===== src/scfe_pkg.sv =====
package scfe_pkg;

	// Register indexes on the configuration port.
	localparam logic CFG_DELIM = 1'b0;
	localparam logic CFG_MASK  = 1'b1;

	localparam logic [7:0] DELIM_RESET = 8'h7E;
	localparam logic [7:0] MASK_RESET  = 8'h20;
	localparam logic [7:0] ESC_BYTE    = 8'h7D;

	// Command kinds of a request.
	localparam logic [2:0] CMD_RESET     = 3'd0;
	localparam logic [2:0] CMD_BCAST     = 3'd1;
	localparam logic [2:0] CMD_SET_ADDR  = 3'd2;
	localparam logic [2:0] CMD_GET_MEAS  = 3'd3;
	localparam logic [2:0] CMD_GET_SP    = 3'd4;
	localparam logic [2:0] CMD_SET_SP    = 3'd5;

	// Command codes on the wire.
	localparam logic [7:0] CODE_RESET    = 8'hD3;
	localparam logic [7:0] CODE_SET_ADDR = 8'h90;
	localparam logic [7:0] CODE_GET_MEAS = 8'h08;
	localparam logic [7:0] CODE_SETPOINT = 8'h00;
	localparam logic [7:0] ADDR_BCAST    = 8'hFF;
	localparam logic [7:0] ADDR_NONE     = 8'h00;
	localparam logic [7:0] DATA_CHANNEL  = 8'h01;
	localparam logic [2:0] LEN_NONE      = 3'd0;
	localparam logic [2:0] LEN_ONE       = 3'd1;
	localparam logic [2:0] LEN_SET_SP    = 3'd5;

	// Byte source selected by a microcode step.
	localparam logic [2:0] SEL_DELIM = 3'd0;
	localparam logic [2:0] SEL_ADR   = 3'd1;
	localparam logic [2:0] SEL_CODE  = 3'd2;
	localparam logic [2:0] SEL_LEN   = 3'd3;
	localparam logic [2:0] SEL_DATA  = 3'd4;
	localparam logic [2:0] SEL_CHK   = 3'd5;

	// Sequencing kinds.
	localparam logic [1:0] JMP_NEXT     = 2'd0;
	localparam logic [1:0] JMP_IF_EMPTY = 2'd1;
	localparam logic [1:0] JMP_LOOP     = 2'd2;
	localparam logic [1:0] JMP_END      = 2'd3;

	// Program step addresses.
	localparam logic [2:0] STEP_SOF  = 3'd0;
	localparam logic [2:0] STEP_ADR  = 3'd1;
	localparam logic [2:0] STEP_CODE = 3'd2;
	localparam logic [2:0] STEP_LEN  = 3'd3;
	localparam logic [2:0] STEP_DATA = 3'd4;
	localparam logic [2:0] STEP_CHK  = 3'd5;
	localparam logic [2:0] STEP_EOF  = 3'd6;

	typedef struct packed {
		logic [2:0] sel;
		logic       stuff;
		logic       add;
		logic       last;
		logic [1:0] jmp;
		logic [2:0] target;
	} uword_t;

	// Sequencer to datapath.
	typedef struct packed {
		logic       busy;
		logic [2:0] sel;
		logic       stuff;
		logic       add;
		logic       last;
	} ctl_t;

	// Datapath to sequencer.
	typedef struct packed {
		logic adv;
		logic len_zero;
		logic data_more;
	} stat_t;

	function automatic uword_t rom_word(input logic [2:0] pc);
		uword_t w;
		case (pc)
			STEP_SOF:  w = '{SEL_DELIM, 1'b0, 1'b0, 1'b0, JMP_NEXT,     STEP_ADR};
			STEP_ADR:  w = '{SEL_ADR,   1'b1, 1'b1, 1'b0, JMP_NEXT,     STEP_CODE};
			STEP_CODE: w = '{SEL_CODE,  1'b1, 1'b1, 1'b0, JMP_NEXT,     STEP_LEN};
			STEP_LEN:  w = '{SEL_LEN,   1'b1, 1'b1, 1'b0, JMP_IF_EMPTY, STEP_CHK};
			STEP_DATA: w = '{SEL_DATA,  1'b1, 1'b1, 1'b0, JMP_LOOP,     STEP_DATA};
			STEP_CHK:  w = '{SEL_CHK,   1'b1, 1'b0, 1'b0, JMP_NEXT,     STEP_EOF};
			STEP_EOF:  w = '{SEL_DELIM, 1'b0, 1'b0, 1'b1, JMP_END,      STEP_SOF};
			default:   w = '{SEL_DELIM, 1'b0, 1'b0, 1'b1, JMP_END,      STEP_SOF};
		endcase
		return w;
	endfunction

	function automatic logic needs_escape(input logic [7:0] b);
		return b == 8'h7E || b == 8'h7D || b == 8'h11 || b == 8'h13;
	endfunction

endpackage


===== src/scfe_if.sv =====
interface scfe_req_if;
	logic        valid;
	logic        ready;
	logic [2:0]  cmd;
	logic [7:0]  device_address;
	logic [31:0] setpoint_bits;

	modport source (output valid, output cmd, output device_address, output setpoint_bits,
		input ready);
	modport sink (input valid, input cmd, input device_address, input setpoint_bits,
		output ready);
endinterface

interface scfe_rsp_if;
	logic       valid;
	logic       ready;
	logic [7:0] out_byte;
	logic       is_last;

	modport source (output valid, output out_byte, output is_last, input ready);
	modport sink (input valid, input out_byte, input is_last, output ready);
endinterface


===== src/scfe_seq.sv =====
module scfe_seq (
	input  logic            clk,
	input  logic            arst_n,
	input  logic            start,
	input  scfe_pkg::stat_t stat,
	output scfe_pkg::ctl_t  ctl
);
	import scfe_pkg::*;

	logic [2:0] pc_q;
	logic       busy_q;
	uword_t     w;

	assign w = rom_word(pc_q);

	assign ctl.busy  = busy_q;
	assign ctl.sel   = w.sel;
	assign ctl.stuff = w.stuff;
	assign ctl.add   = w.add;
	assign ctl.last  = w.last;

	always_ff @(posedge clk or negedge arst_n) begin
		if (!arst_n) begin
			pc_q   <= STEP_SOF;
			busy_q <= 1'b0;
		end else if (start) begin
			pc_q   <= STEP_SOF;
			busy_q <= 1'b1;
		end else if (busy_q && stat.adv) begin
			case (w.jmp)
				JMP_NEXT:     pc_q <= pc_q + 3'd1;
				JMP_IF_EMPTY: pc_q <= stat.len_zero ? w.target : pc_q + 3'd1;
				JMP_LOOP:     pc_q <= stat.data_more ? w.target : pc_q + 3'd1;
				JMP_END: begin
					pc_q   <= w.target;
					busy_q <= 1'b0;
				end
				default:      pc_q <= STEP_SOF;
			endcase
		end
	end

	a_pc_range: assert property (@(posedge clk) disable iff (!arst_n)
		busy_q |-> pc_q <= STEP_EOF)
		else $error("step counter left the program");

	a_start_idle: assert property (@(posedge clk) disable iff (!arst_n)
		start |-> !busy_q)
		else $error("frame started while another is running");

endmodule


===== src/scfe_dp.sv =====
module scfe_dp (
	input  logic             clk,
	input  logic             arst_n,
	input  logic             accept,
	input  logic [2:0]       cmd,
	input  logic [7:0]       device_address,
	input  logic [31:0]      setpoint_bits,
	input  logic [7:0]       delim,
	input  logic [7:0]       mask,
	input  scfe_pkg::ctl_t   ctl,
	output scfe_pkg::stat_t  stat,
	scfe_rsp_if.source       rsp
);
	import scfe_pkg::*;

	logic [7:0]      adr_q;
	logic [7:0]      code_q;
	logic [2:0]      len_q;
	logic [4:0][7:0] data_q;
	logic [2:0]      idx_q;
	logic [7:0]      sum_q;
	logic            esc_q;
	logic            ovalid_q;
	logic [7:0]      obyte_q;
	logic            olast_q;

	logic [7:0] fbyte;
	logic       esc_hit;
	logic       load;
	logic       adv;

	always_comb begin
		case (ctl.sel)
			SEL_DELIM: fbyte = delim;
			SEL_ADR:   fbyte = adr_q;
			SEL_CODE:  fbyte = code_q;
			SEL_LEN:   fbyte = {5'd0, len_q};
			SEL_DATA:  fbyte = data_q[idx_q];
			SEL_CHK:   fbyte = ~sum_q;
			default:   fbyte = delim;
		endcase
	end

	assign esc_hit = ctl.stuff && needs_escape(fbyte);
	assign load    = ctl.busy && (!ovalid_q || rsp.ready);
	// An escaped byte takes two loads; the step advances on the second.
	assign adv     = load && !(esc_hit && !esc_q);

	assign stat.adv       = adv;
	assign stat.len_zero  = len_q == LEN_NONE;
	assign stat.data_more = (idx_q + 3'd1) != len_q;

	always_ff @(posedge clk) begin
		if (accept) begin
			adr_q      <= device_address;
			code_q     <= CODE_SETPOINT;
			len_q      <= LEN_ONE;
			data_q[0]  <= DATA_CHANNEL;
			data_q[1]  <= setpoint_bits[31:24];
			data_q[2]  <= setpoint_bits[23:16];
			data_q[3]  <= setpoint_bits[15:8];
			data_q[4]  <= setpoint_bits[7:0];
			case (cmd)
				CMD_RESET: begin
					code_q <= CODE_RESET;
					len_q  <= LEN_NONE;
				end
				CMD_BCAST: begin
					adr_q  <= ADDR_BCAST;
					code_q <= CODE_RESET;
					len_q  <= LEN_NONE;
				end
				CMD_SET_ADDR: begin
					adr_q     <= ADDR_NONE;
					code_q    <= CODE_SET_ADDR;
					data_q[0] <= device_address;
				end
				CMD_GET_MEAS: code_q <= CODE_GET_MEAS;
				CMD_GET_SP:   code_q <= CODE_SETPOINT;
				CMD_SET_SP:   len_q  <= LEN_SET_SP;
				default:      len_q  <= LEN_NONE;
			endcase
		end
		if (load) begin
			olast_q <= ctl.last;
			if (esc_hit && !esc_q) begin
				obyte_q <= ESC_BYTE;
			end else if (esc_q) begin
				obyte_q <= fbyte ^ mask;
			end else begin
				obyte_q <= fbyte;
			end
		end
	end

	always_ff @(posedge clk or negedge arst_n) begin
		if (!arst_n) begin
			idx_q    <= 3'd0;
			sum_q    <= 8'd0;
			esc_q    <= 1'b0;
			ovalid_q <= 1'b0;
		end else begin
			if (accept) begin
				idx_q <= 3'd0;
				sum_q <= 8'd0;
			end else if (adv) begin
				if (ctl.sel == SEL_DATA) begin
					idx_q <= idx_q + 3'd1;
				end
				if (ctl.add) begin
					sum_q <= sum_q + fbyte;
				end
			end
			if (load) begin
				esc_q <= esc_hit && !esc_q;
			end
			if (load) begin
				ovalid_q <= 1'b1;
			end else if (rsp.ready) begin
				ovalid_q <= 1'b0;
			end
		end
	end

	assign rsp.valid    = ovalid_q;
	assign rsp.out_byte = obyte_q;
	assign rsp.is_last  = olast_q;

	a_esc_held: assert property (@(posedge clk) disable iff (!arst_n)
		esc_q |-> ovalid_q && rsp.out_byte == ESC_BYTE && ctl.busy)
		else $error("escape pending without an escape byte on the output");

	a_idx_range: assert property (@(posedge clk) disable iff (!arst_n)
		idx_q <= 3'd5)
		else $error("data index beyond the data bytes");

endmodule


===== src/stuffed_command_frame_encoder.sv =====
// Channel  Dir  Payload                                    Accepted when
// req      in   cmd[2:0], device_address[7:0],             req.valid && req.ready
//               setpoint_bits[31:0]
// rsp      out  out_byte[7:0], is_last                     rsp.valid && rsp.ready
// cfg      in   cfg_we, cfg_index, cfg_wdata[7:0]          cfg_we
//
// A request is taken only while no frame is in progress; a frame of 6 to 17 bytes then
// leaves at one byte per cycle while rsp is not stalled, one microcode step per unstuffed
// byte and two output bytes for an escaped byte.
// An unknown command is taken and produces no bytes.
// Reset clears the sequencer, output valid and restores both registers.
// A stall on rsp holds the output byte and freezes the step counter.
module stuffed_command_frame_encoder (
	input  logic       clk,
	input  logic       arst_n,
	input  logic       cfg_we,
	input  logic       cfg_index,
	input  logic [7:0] cfg_wdata,
	scfe_req_if.sink   req,
	scfe_rsp_if.source rsp
);
	import scfe_pkg::*;

	logic [7:0] delim_q;
	logic [7:0] mask_q;
	ctl_t       ctl;
	stat_t      stat;
	logic       accept;
	logic       start;

	always_ff @(posedge clk or negedge arst_n) begin
		if (!arst_n) begin
			delim_q <= DELIM_RESET;
			mask_q  <= MASK_RESET;
		end else if (cfg_we) begin
			case (cfg_index)
				CFG_DELIM: delim_q <= cfg_wdata;
				CFG_MASK:  mask_q  <= cfg_wdata;
				default:   delim_q <= delim_q;
			endcase
		end
	end

	assign req.ready = !ctl.busy;
	assign accept    = req.valid && req.ready;
	assign start     = accept && req.cmd <= CMD_SET_SP;

	scfe_seq u_seq (
		.clk    (clk),
		.arst_n (arst_n),
		.start  (start),
		.stat   (stat),
		.ctl    (ctl)
	);

	scfe_dp u_dp (
		.clk            (clk),
		.arst_n         (arst_n),
		.accept         (accept),
		.cmd            (req.cmd),
		.device_address (req.device_address),
		.setpoint_bits  (req.setpoint_bits),
		.delim          (delim_q),
		.mask           (mask_q),
		.ctl            (ctl),
		.stat           (stat),
		.rsp            (rsp)
	);

	a_last_ends: assert property (@(posedge clk) disable iff (!arst_n)
		rsp.valid && rsp.ready && rsp.is_last && !ctl.busy |=> !rsp.valid)
		else $error("byte emitted after the closing delimiter");

endmodule

===== src/flat_wrapper.sv =====
// flat-port wrapper written by rule: the top's interface ports become plain ports
module stuffed_command_frame_encoder_flat import scfe_pkg::*;
  (clk, arst_n, cfg_we, cfg_index, cfg_wdata, req_valid, req_cmd, req_device_address, req_setpoint_bits, req_ready, rsp_valid, rsp_out_byte, rsp_is_last, rsp_ready);
  scfe_req_if req_i ();
  scfe_rsp_if rsp_i ();
  input  logic clk;
  input  logic arst_n;
  input  logic cfg_we;
  input  logic cfg_index;
  input  logic [7:0] cfg_wdata;
  input wire logic [$bits(req_i.valid)-1:0] req_valid;
  input wire logic [$bits(req_i.cmd)-1:0] req_cmd;
  input wire logic [$bits(req_i.device_address)-1:0] req_device_address;
  input wire logic [$bits(req_i.setpoint_bits)-1:0] req_setpoint_bits;
  output wire logic [$bits(req_i.ready)-1:0] req_ready;
  output wire logic [$bits(rsp_i.valid)-1:0] rsp_valid;
  output wire logic [$bits(rsp_i.out_byte)-1:0] rsp_out_byte;
  output wire logic [$bits(rsp_i.is_last)-1:0] rsp_is_last;
  input wire logic [$bits(rsp_i.ready)-1:0] rsp_ready;
  assign req_i.valid = req_valid;
  assign req_i.cmd = req_cmd;
  assign req_i.device_address = req_device_address;
  assign req_i.setpoint_bits = req_setpoint_bits;
  assign req_ready = req_i.ready;
  assign rsp_valid = rsp_i.valid;
  assign rsp_out_byte = rsp_i.out_byte;
  assign rsp_is_last = rsp_i.is_last;
  assign rsp_i.ready = rsp_ready;
  stuffed_command_frame_encoder u_core (.clk(clk), .arst_n(arst_n), .cfg_we(cfg_we), .cfg_index(cfg_index), .cfg_wdata(cfg_wdata), .req(req_i), .rsp(rsp_i));
endmodule

===== config.mk =====
export PLATFORM = sky130hd
export DESIGN_NAME = stuffed_command_frame_encoder_flat
export DESIGN_NICKNAME = d
export VERILOG_FILES = /design/src/scfe_pkg.sv /design/src/scfe_if.sv /design/src/scfe_seq.sv /design/src/scfe_dp.sv /design/src/stuffed_command_frame_encoder.sv /design/src/flat_wrapper.sv
export SDC_FILE = /design/constraint.sdc
export NUM_CORES = 1
export LEC_CHECK = 0
export BUFFER_PORTS_ARGS = -buffer_cell sky130_fd_sc_hd__buf_2
export CORE_MARGIN = 2
export CORE_UTILIZATION = 45
export CTS_CLUSTER_DIAMETER = 200
export CTS_CLUSTER_SIZE = 30
export DETAILED_ROUTE_END_ITERATION = 16
export PLACE_DENSITY = 0.7
export SLEW_MARGIN = 20
export SYNTH_ARGS = -nofsm -noshare
export SYNTH_HDL_FRONTEND = slang
export SYNTH_SLANG_ARGS = --single-unit

===== constraint.sdc =====
create_clock -name clk -period 3.75 [get_ports clk]
set_input_delay 0.375 -clock clk [delete_from_list [all_inputs] [get_ports clk]]
set_output_delay 0.375 -clock clk [all_outputs]
set_load 0.03 [all_outputs]

# After elaboration in Yosys (flattened, before gate mapping)
# Cells that the tools add are included.
# totals
ff_bits,101
latchBits,0
ram_bits,0
romBits,0
input_bits,57
output_inout_bits,11
wordCells,105
memories,0
# classes
addsub,3
n_mul,0
div,0
magnitude_cmp,2
n_eq_ne,23
n_shift,0
n_mux,24
bitwise,3
n_reduce_logical,32
# ops
operator,n
11-bit one-hot mux with 6 select lines,1
8-bit 2-to-1 mux,5
8-bit one-hot mux with 5 select lines,1
8-bit binary-select mux with 3-bit select,1
8-bit one-hot mux with 3 select lines,1
3-bit 2-to-1 mux,7
3-bit by 2-bit == test with 1-bit output (second input constant),6
3-bit == test (second input constant),6
8-bit by 5-bit == test with 1-bit output (second input constant),2
8-bit by 7-bit == test with 1-bit output (second input constant),2
8-bit one-hot mux with 2 select lines,1
3-bit one-hot mux with 4 select lines,1
2-bit nonzero test,6
2-bit AND reduction,5
3-bit by 1-bit == test with 1-bit output (second input constant),3
3-bit logical NOT,3
8-bit adder,1
8-bit inverter,1
8-bit XOR,1
1-bit logical AND,7
3-bit by 1-bit adder with 3-bit output (second input constant),2
3-bit one-hot mux with 2 select lines,1
1-bit 2-to-1 mux,5
2-bit == test (second input constant),2
other kinds (10),16

# Longest topological paths before layout
# Gate-level depths: netlist of the first run.
# logic_depth
ltp_word,15
ltp_mapped,19
depth_no_buf,17

# Hierarchy
# From an unflattened synthesis of the first run, not the netlist that was laid out.
# unflattened
hier_cells,421
hier_area_um2,5076.1
# modules_own_cells
module,n_inst,cells_per_inst,area_per_inst_um2,seq_area_each_um2
scfe_dp,1,330,3947.5,2187.1
stuffed_command_frame_encoder,1,38,668.1,409.1
scfe_seq,1,53,460.4,100.1

# Least setup slack after synthesis of the first run
# OpenSTA, ideal clock, no wires.
# synth_path
path_kind,reg-to-reg
startpoint,register u_core.u_seq.pc_q[2]
endpoint,register u_core.u_dp.sum_q[7]
setup_ns,0.079
t_arrival_ns,3.414
required_ns,3.671
slack_ns,0.257
stages_incl_launch_ff,18
path_buffers,2
period_less_slack_ns,3.493
path_cell_list,dfrtp_1 > inv_1 > ha_1 > buf_6 > or2_1 > o41ai_4 > buf_6 > nor2_1 > a31oi_2 > ha_1 > a21o_1 > a21o_1 > a21o_1 > a21oi_1 > o21ai_0 > xnor2_1 > nor2_1 > mux2i_1
# synth_between
elab_chain_len,14
elab_cells_between_ends,31
classes_between,add/sub (1); eq/ne (14); mux (5); reduce/logical (11)
# synth_lines
element,line,text
"start, declared",scfe_seq.sv:10,logic [2:0] pc_q;
"start signal, assigned",scfe_seq.sv:31,JMP_NEXT: pc_q <= pc_q + 3'd1;
"start signal, assigned",scfe_seq.sv:32,JMP_IF_EMPTY: pc_q <= stat.len_zero ? w.target : pc_q + 3'd1;
"start signal, assigned",scfe_seq.sv:33,JMP_LOOP: pc_q <= stat.data_more ? w.target : pc_q + 3'd1;
"3-bit == test, or another cell as far along",scfe_pkg.sv:81,case (pc)
11-bit one-hot mux with 6 select lines *,scfe_pkg.sv:81,
branches (longest 12 deep; another with 8-bit adder),-,
"end signal, assigned",scfe_dp.sv:111,sum_q <= sum_q + fbyte;
"end, declared",scfe_dp.sv:21,logic [7:0] sum_q;
# Mark *: on every way between the ends. The select of a mux whose other input is x is not followed.
# A chain may end at the register's enable or synchronous reset.

# Worst setup path after layout of the first run
# layout_path
startpoint,register u_core.u_seq.pc_q[1]
endpoint,register u_core.u_dp.sum_q[7]
# The elaborated chain is that of the path after synthesis.

==> out/qor.txt, run 1 <==
outcome: finished clean
maximum clock rate: 287 MHz
total track usage: 20.9%
Worst Skew: 6.38 ps
CP endpoint kind: flop
Final WS setup: 261 ps
Ports: 68
routed via count: 3549
DP HPWL: 8810 um
maximum root-to-sink buffer count: 2
critical path type: reg2reg
ys async rst share: 34.7%
number of port buffers: 67
Iteration-0 DRC Markers: 180
syn_nets: 504
area grow syn2layout: 16.9%
post_cts resized: 0
vias in the first global route: 3550
Routed WL per cell: 18.2 um
sequential power share: 29.6%
Avg Cell Area, Syn: 12.0 um2
Final setup viols: 0
nets: 581
Antenna Cells: 0
CTS tree: yes
Arrival @ worst endpoint: 3760 ps
CTS buffer count: 9
die height: 110 um
Yosys warning total: 0
Worst VDD drop: 0.000335 V
Clock Power Share: 16.6%
Post-synth EDFFs: 62
P_leak: 0.00240 uW
top fanout value on the critical path: 6
cell count after synthesis: 424
Post-CTS Setup Bufs: 0
drt first pass iters: 4
Filler Cell Count: 948
Seq cells post-synth: 95
Final min period: 3490 ps
area of placed instances: 0.00559 mm2
row cnt: 38
clk_lat worst skew: 350 ps
mapped cell area: 0.00507 mm2
fin crit share: 93.0%
Power Density: 904 mW/mm2
Sink Count: 95
Int Power: 3120 uW
DRC Markers: 0
htree depth: 3
worst-margin pin slew: 959 ps
Sw Ratio: 41.9%
Post-synth top flop: edfxtp_1
hold buffers post-CTS: 0
WL final: 11700 um
core area: 0.0109 mm2
setup TNS: 0 ps
Comb power frac: 53.8%
RSZ-0062 raised after global routing: false
die area: 0.0121 mm2
gpl congestion: 0.981
total gr overflow: 0
CTS Root Cell: clkbuf_16
initial core utilization: 46.4%
Worst EP required: 4020 ps
post-DR vias/cell: 5.49
final instance area: 0.00593 mm2
first-pass GRT wire length: 18600 um
layout cells sized above 1: 31.4%
Worst-path clk slew: 70 ps
hold crit path type: in2async
Hold Fails Final Rpt: 0
R2R depth: 15
pre-CTS setup slack: 269 ps
fin. max-slew vios: 0
crit path launch type: flop
largest net degree at the start of global routing: 61
Synth cell types: 66
initial antenna violation count: 0
register area share after synthesis: 53.2%
Worst slew margin: 36.0%
Routed Antenna Nets: 0
chip width: 110 um
MaxCap Viol Count: 0
NetSw: 2250 uW
==> path summary, 6_finish.rpt <==
check | start | endpoint | slack (ps)
min reg2reg | u_core.u_dp.sum_q[7] | u_core.u_dp.sum_q[7] | 500
max in group asynchronous | arst_n | u_core.u_seq.pc_q[2] | 3120
min in group clk | req_setpoint_bits[20] | u_core.u_dp.data_q[20] | 190
min | arst_n | u_core.u_seq.pc_q[0] | 90
max reg2reg | u_core.u_seq.pc_q[1] | u_core.u_dp.sum_q[7] | 260
max | u_core.u_seq.pc_q[1] | u_core.u_dp.sum_q[7] | 260
==> cell usage after synthesis (3+ instances only) <==
library cell | number | area share [%]
edfxtp_1 | 62 | 37
nand2_1 | 45 | 3.3
nor2_1 | 32 | 2.4
a21oi_1 | 31 | 3.1
dfrtp_1 | 26 | 13
ha_1 | 22 | 5.4
mux2_2 | 22 | 4.9
mux2i_1 | 19 | 3.7
inv_1 | 18 | 1.3
and3_1 | 8 | 0.99
xnor2_1 | 8 | 1.4
xor2_1 | 8 | 1.4
dfstp_2 | 7 | 3.6
nor2b_1 | 7 | 0.86
o21ai_0 | 7 | 0.69
nand2b_1 | 6 | 0.74
nand3_1 | 6 | 0.59
clkbuf_1 | 5 | 0.37
nor3_1 | 5 | 0.49
o22ai_1 | 5 | 0.62
o2bb2ai_1 | 5 | 0.86
a21o_1 | 4 | 0.59
a31oi_1 | 4 | 0.49
a22oi_1 | 3 | 0.44
buf_2 | 3 | 0.30
buf_6 | 3 | 0.67
mux4_2 | 3 | 1.3
or2_2 | 3 | 0.37
or3_1 | 3 | 0.37
==> critical path, cell delays in order (launching register included) <==
cell and delay (ps):
dfrtp_1 400, buf_4 160, ha_1 230, nor3_4 340, nor3_4 110, o31a_2 370, a31oi_2 190, ha_1 250
a21o_1 180, a21o_1 190, a21o_1 170, a21oi_1 200, o21ai_0 140, xnor2_1 140, nor2_1 120, mux2i_1 200
==> metrics by stage <==
stage / hold slack (ps) / cells / util, % / power, uW
detailed placement: 488 / 630 / 51.2 / 4390
global placement: 472 / 630 / 51.2 / 4330
global route: 164 / 646 / 54.2 / 5740
finish: 94.3 / 646 / 54.2 / 5360
CTS: 118 / 646 / 53.8 / 5290
floorplan: 79.4 / 424 / - / 3660
==> cell families after synthesis <==
logic type                 after synthesis  synth area share (%)
buffers and inverters                   33                  3.11
and+or+nand+nor                        132                  13.2
adders and majority gates               23                  5.82
xor gates and xnor gates                16                  2.76
AOI/OAI and AO/OA                       81                  12.0
DFF                                     95                  53.2
muxes                                   44                  9.97
==> cells in the final DEF (no fill, tap or decap), drive strengths merged, types with 19 or more instances in the layout <==
cell,n
mux2i,19
buf,80
dfrtp,26
ha,22
a21oi,31
edfxtp,62
inv,22
nand2,45
mux2,22
nor2,32
==> layout make-up <==
cell class,instances,area [um2],area share [%]
well taps,140,175,2.95
multi-input cells,296,2260,38.1
inverters,19,72.6,1.22
repair buffers,80,437,7.36
clock buffers,9,225,3.80
flip-flops and latches,95,2700,45.5
clock inverters,7,63.8,1.08
==> sequential cells by signal (all words and copies together), names as in the netlist <==
name and count:
u_core.u_dp.idx_q 3, u_core.u_seq.pc_q 3, u_core.u_dp.data_q 40, u_core.u_dp.adr_q 8, u_core.u_dp.esc_q 1, u_core.delim_q 8
u_core.u_dp.len_q 2, u_core.u_dp.rsp.out_byte 8, u_core.u_dp.rsp.valid 1, u_core.u_seq.busy_q 1, u_core.u_dp.rsp.is_last 1, u_core.u_dp.sum_q 8
u_core.mask_q 8, u_core.u_dp.code_q 3
==> power by group through the flow <==
| stage | Clock, uW | Combinational, uW | Sequential [uW] |
|---|---|---|---|
| floorplan | 0 | 2000 | 1670 |
| global placement | 0 | 2740 | 1590 |
| detailed placement | 0 | 2780 | 1600 |
| CTS | 910 | 2800 | 1580 |
| global route | 953 | 3180 | 1610 |
| finish | 891 | 2880 | 1590 |
==> per-layer routing <==
metal  wire length (um)  GRT usage (%)  up-vias
met5                  0              0        -
met4                327           9.29        0
met3                573           3.41       26
met2               5480           33.0      107
met1               5360           28.4     1711
li1                   -              -     1705
(Power assumes the default switching activity.)
==> run 2: changes to the inputs <==
--- a/config.mk
+++ b/config.mk
@@ -5,6 +5,7 @@
 export SDC_FILE = /design/constraint.sdc
 export NUM_CORES = 1
 export LEC_CHECK = 0
+export ABC_AREA = 1
 export BUFFER_PORTS_ARGS = -buffer_cell sky130_fd_sc_hd__buf_2
 export CORE_MARGIN = 2
 export CORE_UTILIZATION = 45
==> run 2 against run 1 <==
  * Synthesized cell count increased by 28%
  * Sequential power about the same
  * Power decreased by 5.5%
  * Wire length decreased by 8.5%
  * First-iteration DRC count increased by 82%
  * Sequential share of layout area increased by 0.51 points
  * Highest routed layer unchanged
==> out/qor.txt, run 2 <==
outcome: finished clean
Seq cells post-synth: 95 (unchanged)
Power Density: 864 mW/mm2 (-4.4%)
routed via count: 3890 (+9.6%)
list of most frequent post-synthesis cells: nand2_1, edfxtp_1, inv_1
Iteration-0 DRC Markers: 327 (+82%)
NetSw: 2170 uW (-3.2%)
die area: 0.0122 mm2 (+0.31%)
pre-CTS setup slack: 304 ps (+34.8 ps)
Reg with most FFs: u_core.u_dp.data_q
vias in the first global route: 3799 (+7.0%)
DRC Markers: 0 (unchanged)
CP cell instances: inv_2 -> ha_1 -> inv_1 -> nand4_4 -> nand2_4 -> nand2_1 -> inv_1 -> nand3_1 -> and2_1 -> ha_1 -> nand3_1 -> nand2_1 -> a21oi_1 -> o21bai_1 -> nand2_1 -> nand2_1 -> a21oi_1 -> a21oi_1 -> nand3b_1 -> o21ai_1
commonest non-fill, non-tap cell in the layout: nand2_1
setup TNS: 0 ps (unchanged)
Final min period: 3380 ps (-108 ps)
Worst VDD drop: 0.000425 V (+27%)
crit path launch type: flop
maximum clock rate: 296 MHz (+3.2%)
Top delay family on crit path: simple AND/OR/NAND/NOR gates
most frequent cells in the layout: nand2_1, buf_2, edfxtp_1
die height: 110 um (+0.15%)
row cnt: 38 (unchanged)
Sink Count: 95 (unchanged)
initial core utilization: 46.5% (+0.15 points)
post_cts resized: 0 (unchanged)
Comb power frac: 48.1% (-5.7 points)
Yosys warning total: 0 (unchanged)
core area: 0.0109 mm2 (unchanged)
Final WS setup: 370 ps (+108 ps)
Post-synth EDFFs: 62 (unchanged)
slowest CP cell: dfrtp_1
total track usage: 19.3% (-1.6 points)
Clock Power Share: 20.2% (+3.6 points)
maximum root-to-sink buffer count: 2 (unchanged)
Arrival @ worst endpoint: 3650 ps (-110 ps)
fin. max-slew vios: 0 (unchanged)
CTS buffer count: 9 (unchanged)
initial antenna violation count: 0 (unchanged)
met3 usage: 3.29% (-0.12 points)
post-layout util: 53.6% (-0.63 points)
Total Power: 5070 uW (-5.5%)
Post-synth top flop: edfxtp_1
max reg flops: 40 (unchanged)
DP HPWL: 8030 um (-8.8%)
Worst slew margin: 42.5% (+6.5 points)
first-pass GRT wire length: 17700 um (-5.2%)
P_leak: 0.00268 uW (+12%)
syn_nets: 623 (+24%)
number of port buffers: 67 (unchanged)
Worst-path clk slew: 70 ps (about the same)
worst hold slack: 102 ps (+8.12 ps)
Sw Ratio: 42.9% (+1.0 points)
GRT Max-Usage Layer: met2
top fanout value on the critical path: 13 (+7)
WL final: 10700 um (-8.5%)
sequential power share: 31.7% (+2.1 points)
clk_lat worst skew: 350 ps (about the same)
top-count cell post-synth: nand2_1
gpl congestion: 0.937 (-4.5%)
top cell type's share of synthesized area: 36.6% (-0.12 points)
Antenna Cells: 0 (unchanged)
Filler Cell Count: 973 (+2.6%)
MaxCap Viol Count: 0 (unchanged)
critical path type: reg2reg
nets: 692 (+19%)
Int Power: 2890 uW (-7.2%)
Worst Skew: 8.87 ps (+2.49 ps)
fin crit share: 90.1% (-2.9 points)
drt first pass iters: 5 (+1)
cell mode on critical path: nand2_1
hold crit path type: in2async
hold buffers post-CTS: 0 (unchanged)
Max stage delay on crit path: 510 ps (+110 ps)
Hold Fails Final Rpt: 0 (unchanged)
cell count after synthesis: 543 (+28%)
met1 usage in global routing: 25.6% (-2.8 points)
chip width: 110 um (+0.15%)
Final setup viols: 0 (unchanged)
worst-margin pin slew: 862 ps (-97.5 ps)
synth top area cells: edfxtp_1, dfrtp_1, nand2_1, nand3_1, ha_1
Routed Antenna Nets: 0 (unchanged)
CTS tree: yes
total gr overflow: 0 (unchanged)
post-synth top area cell: edfxtp_1
register area share after synthesis: 53.0% (-0.17 points)
Ports: 68 (unchanged)
layout cells sized above 1: 20.7% (-11 points)
ys async rst share: 34.7% (unchanged)
CTS Root Cell: clkbuf_16
htree depth: 3 (unchanged)
Worst EP required: 4020 ps (about the same)
Routed WL per cell: 14.2 um (-22%)
post-DR vias/cell: 5.14 (-6.5%)
RSZ-0062 raised after global routing: false
global-route track usage on met2: 30.5% (-2.5 points)
Avg Cell Area, Syn: 9.37 um2 (-22%)
Post-CTS Setup Bufs: 0 (unchanged)
area grow syn2layout: 15.2%
mapped cell area: 0.00509 mm2 (+0.32%)
CP bufs+invs: 3 (+2)
largest net degree at the start of global routing: 55 (-9.8%)
Synth cell types: 47 (-29%)
CP endpoint kind: flop
[run 2: changes by cell type after synthesis, moves of 11 or more]
cell	change
a21oi_1	-18
inv_1	+43
mux2_2	-22
mux2i_1	-19
nand2_1	+82
nand3_1	+51
nor2_1	+13
o21ai_0	+25
o21ai_1	+11
[run 2: area by class of cell]
cell class	instances	area (um2)	share of cell area [%]
clock inverter	7	109	1.86
sequential	95	2700	46.0
tap	140	175	2.99
inverter	66	249	4.25
clock buffer	9	225	3.84
multi-input combinational	369	2040	34.8
timing repair buffer	71	365	6.23
[run 2: path summary, 6_finish.rpt]
| kind | from | cells after the start | end | slack, ps |
|---|---|---|---|---|
| max reg2reg | u_core.u_seq.pc_q[2] | 20 | u_core.u_dp.sum_q[7] | 370 |
| max | u_core.u_seq.pc_q[2] | 20 | u_core.u_dp.sum_q[7] | 370 |
| min | arst_n | 1 | u_core.u_seq.busy_q | 100 |
| min in group clk | req_setpoint_bits[17] | 1 | u_core.u_dp.data_q[17] | 200 |
| max in group asynchronous | arst_n | 1 | u_core.delim_q[7] | 3130 |
| min reg2reg | u_core.u_seq.busy_q | 2 | u_core.u_seq.busy_q | 490 |
[run 2: routing by layer]
metal,wire length (um),up-vias
li1,-,1941
met1,4760,1795
met2,5020,130
met3,651,24
met4,299,0
met5,0,-
[run 2: kinds of logic (layout without fill, tap and decap cells)]
group                    count (synthesis)  count (layout)  synth area share (%)
AND/OR/NAND/NOR                        270             270                  25.4
flip-flops                              95              95                  53.0
buffers and inverters                   79             153                  6.88
AO/OA/AOI/OAI                           68              68                  7.52
adder cells (fa/ha/maj)                 23              23                  5.80
XOR/XNOR                                 8               8                  1.38
[run 2: power by group through the flow]
stage / registers, uW / clock network (uW) / logic, uW
floorplan: 1660 / 0 / 1890
global placement: 1620 / 0 / 2350
detailed placement: 1620 / 0 / 2420
CTS: 1600 / 1030 / 2430
global route: 1640 / 1080 / 2750
finish: 1610 / 1020 / 2440
[run 2: stage by stage]
step,cells,area [um2]
floorplan,543,5090
finish,757,5860
global route,757,5860
global placement,741,5530
detailed placement,741,5530
CTS,757,5860
==> run 3: changes to the inputs <==
--- a/config.mk
+++ b/config.mk
@@ -13,6 +13,7 @@
 export CTS_CLUSTER_SIZE = 30
 export DETAILED_ROUTE_END_ITERATION = 16
 export PLACE_DENSITY = 0.7
+export SETUP_SLACK_MARGIN = 0.4
 export SLEW_MARGIN = 20
 export SYNTH_ARGS = -nofsm -noshare
 export SYNTH_HDL_FRONTEND = slang
==> constraint.sdc (replaced) <==
create_clock -name clk -period 2.75 [get_ports clk]
set_input_delay 0.275 -clock clk [delete_from_list [all_inputs] [get_ports clk]]
set_output_delay 0.275 -clock clk [all_outputs]
set_load 0.03 [all_outputs]
==> run 3 against run 2 <==
  * The run now ends with setup timing left
  * Worst setup slack worse by 630 ps
  * First-iteration DRC count increased by 4.0%
  * Non-clock buffer count increased by 71
  * Clock-buffer cell count increased by 1
  * Power is 75% higher
  * Worst hold slack worse by 95 ps
  * Clock skew is 1.9 ps lower
  * Combinational power up 110%
  * Sequential cell count is the same
  * Register-to-register slack got worse by 630 ps
  * Die area is the same
  * Final area grew 15%
  * Critical path type unchanged
  * Critical endpoint unchanged
==> out/qor.txt, run 3 (same netlist as run 2, synthesis figures left out) <==
Final WS setup: -256 ps (-626 ps)
gpl congestion: 0.938 (about the same)
crit path from: u_core.u_seq.pc_q[1]
htree depth: 3 (unchanged)
final instance area: 0.00675 mm2 (+15%)
fin. max-slew vios: 0 (unchanged)
Critical R2R Launch: u_core.u_seq.pc_q[1]
chip width: 110 um (unchanged)
Hold Fails Final Rpt: 0 (unchanged)
Arrival @ worst endpoint: 3280 ps (-370 ps)
most frequent cells in the layout: nand2_1, buf_4, buf_2
initial core utilization: 46.5% (unchanged)
hold buffers post-CTS: 0 (unchanged)
core area: 0.0109 mm2 (unchanged)
Worst EP required: 3020 ps (-1000 ps)
R2R depth: 21 (+5.0%)
critical path type: reg2reg
maximum root-to-sink buffer count: 2 (unchanged)
number of port buffers: 67 (unchanged)
Antenna Cells: 0 (unchanged)
largest net degree at the start of global routing: 55 (unchanged)
first-pass GRT wire length: 20100 um (+14%)
outcome: finished with violations
initial antenna violation count: 0 (unchanged)
CTS Root Cell: clkbuf_16
Worst-path clk slew: 70 ps (about the same)
vias in the first global route: 4207 (+11%)
Routed Antenna Nets: 0 (unchanged)
Ports: 68 (unchanged)
Worst Skew: 6.99 ps (-1.88 ps)
WL final: 12700 um (+18%)
CP endpoint kind: flop
area of placed instances: 0.00602 mm2 (+9.0%)
die height: 110 um (unchanged)
drt first pass iters: 5 (unchanged)
failing checks: setup timing
fin crit share: 109% (+19 points)
worst-margin pin slew: 795 ps (-66.3 ps)
post-DR vias/cell: 5.18 (+0.84%)
MaxCap Viol Count: 0 (unchanged)
hold crit path type: in2async
RSZ-0062 raised after global routing: true
Power Density: 1320 mW/mm2 (+52%)
Worst R2R Setup Slack: -260 ps (-630 ps)
row cnt: 38 (unchanged)
worst hold slack: 7.45 ps (-95.0 ps)
total gr overflow: 0 (unchanged)
Filler Cell Count: 869 (-11%)
Worst VDD drop: 0.000776 V (+83%)
CTS tree: yes
area grow syn2layout: 32.6%
Iteration-0 DRC Markers: 340 (+4.0%)
pre-CTS setup slack: -329 ps (-633 ps)
routed via count: 4301 (+11%)
Reg with most FFs: u_core.u_dp.data_q
die area: 0.0122 mm2 (unchanged)
Routed WL per cell: 15.3 um (+7.6%)
crit path launch type: flop
commonest non-fill, non-tap cell in the layout: nand2_1
Final setup viols: 12 (+12)
CTS buffer count: 9 (unchanged)
total track usage: 21.9% (+2.7 points)
Worst slew margin: 47.0% (+4.5 points)
layout cells sized above 1: 36.8% (+16 points)
nets: 765 (+11%)
Final min period: 3010 ps (-374 ps)
max reg flops: 40 (unchanged)
worst r2r dst: u_core.u_dp.sum_q[7]
clk_lat worst skew: 350 ps (about the same)
DP HPWL: 9020 um (+12%)
top fanout value on the critical path: 8 (-5)
P_leak: 0.00305 uW (+14%)
DRC Markers: 0 (unchanged)
Sink Count: 95 (unchanged)
post-layout util: 61.7% (+8.1 points)
maximum clock rate: 333 MHz (+12%)
[run 3: worst max-delay path by stage]
stage / to / slack, ps / cells after the start
finish: u_core.u_dp.sum_q[7] / -260 / 21
global route: u_core.u_dp.sum_q[7] / -450 / 21
CTS: u_core.u_dp.sum_q[6] / -130 / 19
detailed placement: u_core.u_dp.sum_q[6] / -330 / 19
floorplan: u_core.u_dp.sum_q[7] / -70 / 22
global placement: u_core.u_dp.sum_q[6] / -220 / 19
[run 3: worst max-delay path, cell delays in order, from the launching register on]
cell	delay, ps
dfrtp_2	490
inv_4	130
ha_4	150
nand2_4	60
nand3_4	100
nand4_4	180
nand2_4	160
nand2_2	60
inv_2	60
nand3_2	80
and2_4	160
ha_4	150
a21oi_2	140
nand2_2	100
a21oi_4	160
o21bai_4	70
nand2_1	70
nand2_1	60
a21oi_2	150
a21oi_1	50
nand3b_1	150
o21ai_1	170
[run 3: report_power, final]
part	internal [uW]	total, uW	switching [uW]
Combinational	2400	5240	2830
Sequential	1950	2200	252
Clock	895	1450	553
Total	5250	8890	3640
[run 3: timing repair]
item                       in CTS  in global routing
pin swaps                      27                 20
cloned                          2                  0
resized for setup              28                 21
setup endpoints to repair      22                 23
buffers inserted               18                  2
[run 3: layout make-up]
type | instances | area [um2] | share of cell area (%)
sequential | 95 | 2700 | 40.0
multi-input combinational | 371 | 2330 | 34.5
timing repair buffer | 142 | 935 | 13.9
inverter | 66 | 264 | 3.91
clock buffer | 10 | 229 | 3.39
tap | 140 | 175 | 2.60
clock inverter | 6 | 115 | 1.71
[run 3: metrics by stage]
step	power, uW	cells	setup TNS [ps]
floorplan	5000	543	-116
global placement	6310	792	-495
detailed placement	6430	792	-1320
CTS	8460	828	-248
global route	9430	830	-3540
finish	8890	830	-864
[run 3: metal layers]
layer	vias to the layer above	GRT usage, %	routed length (um)	part of all wire (%)
li1	2095	-	-	-
met2	143	37.1	6250	49
met4	0	6.43	227	1.8
met1	2044	28.3	5500	43
met3	19	4.88	689	5.4
met5	-	0	0	0
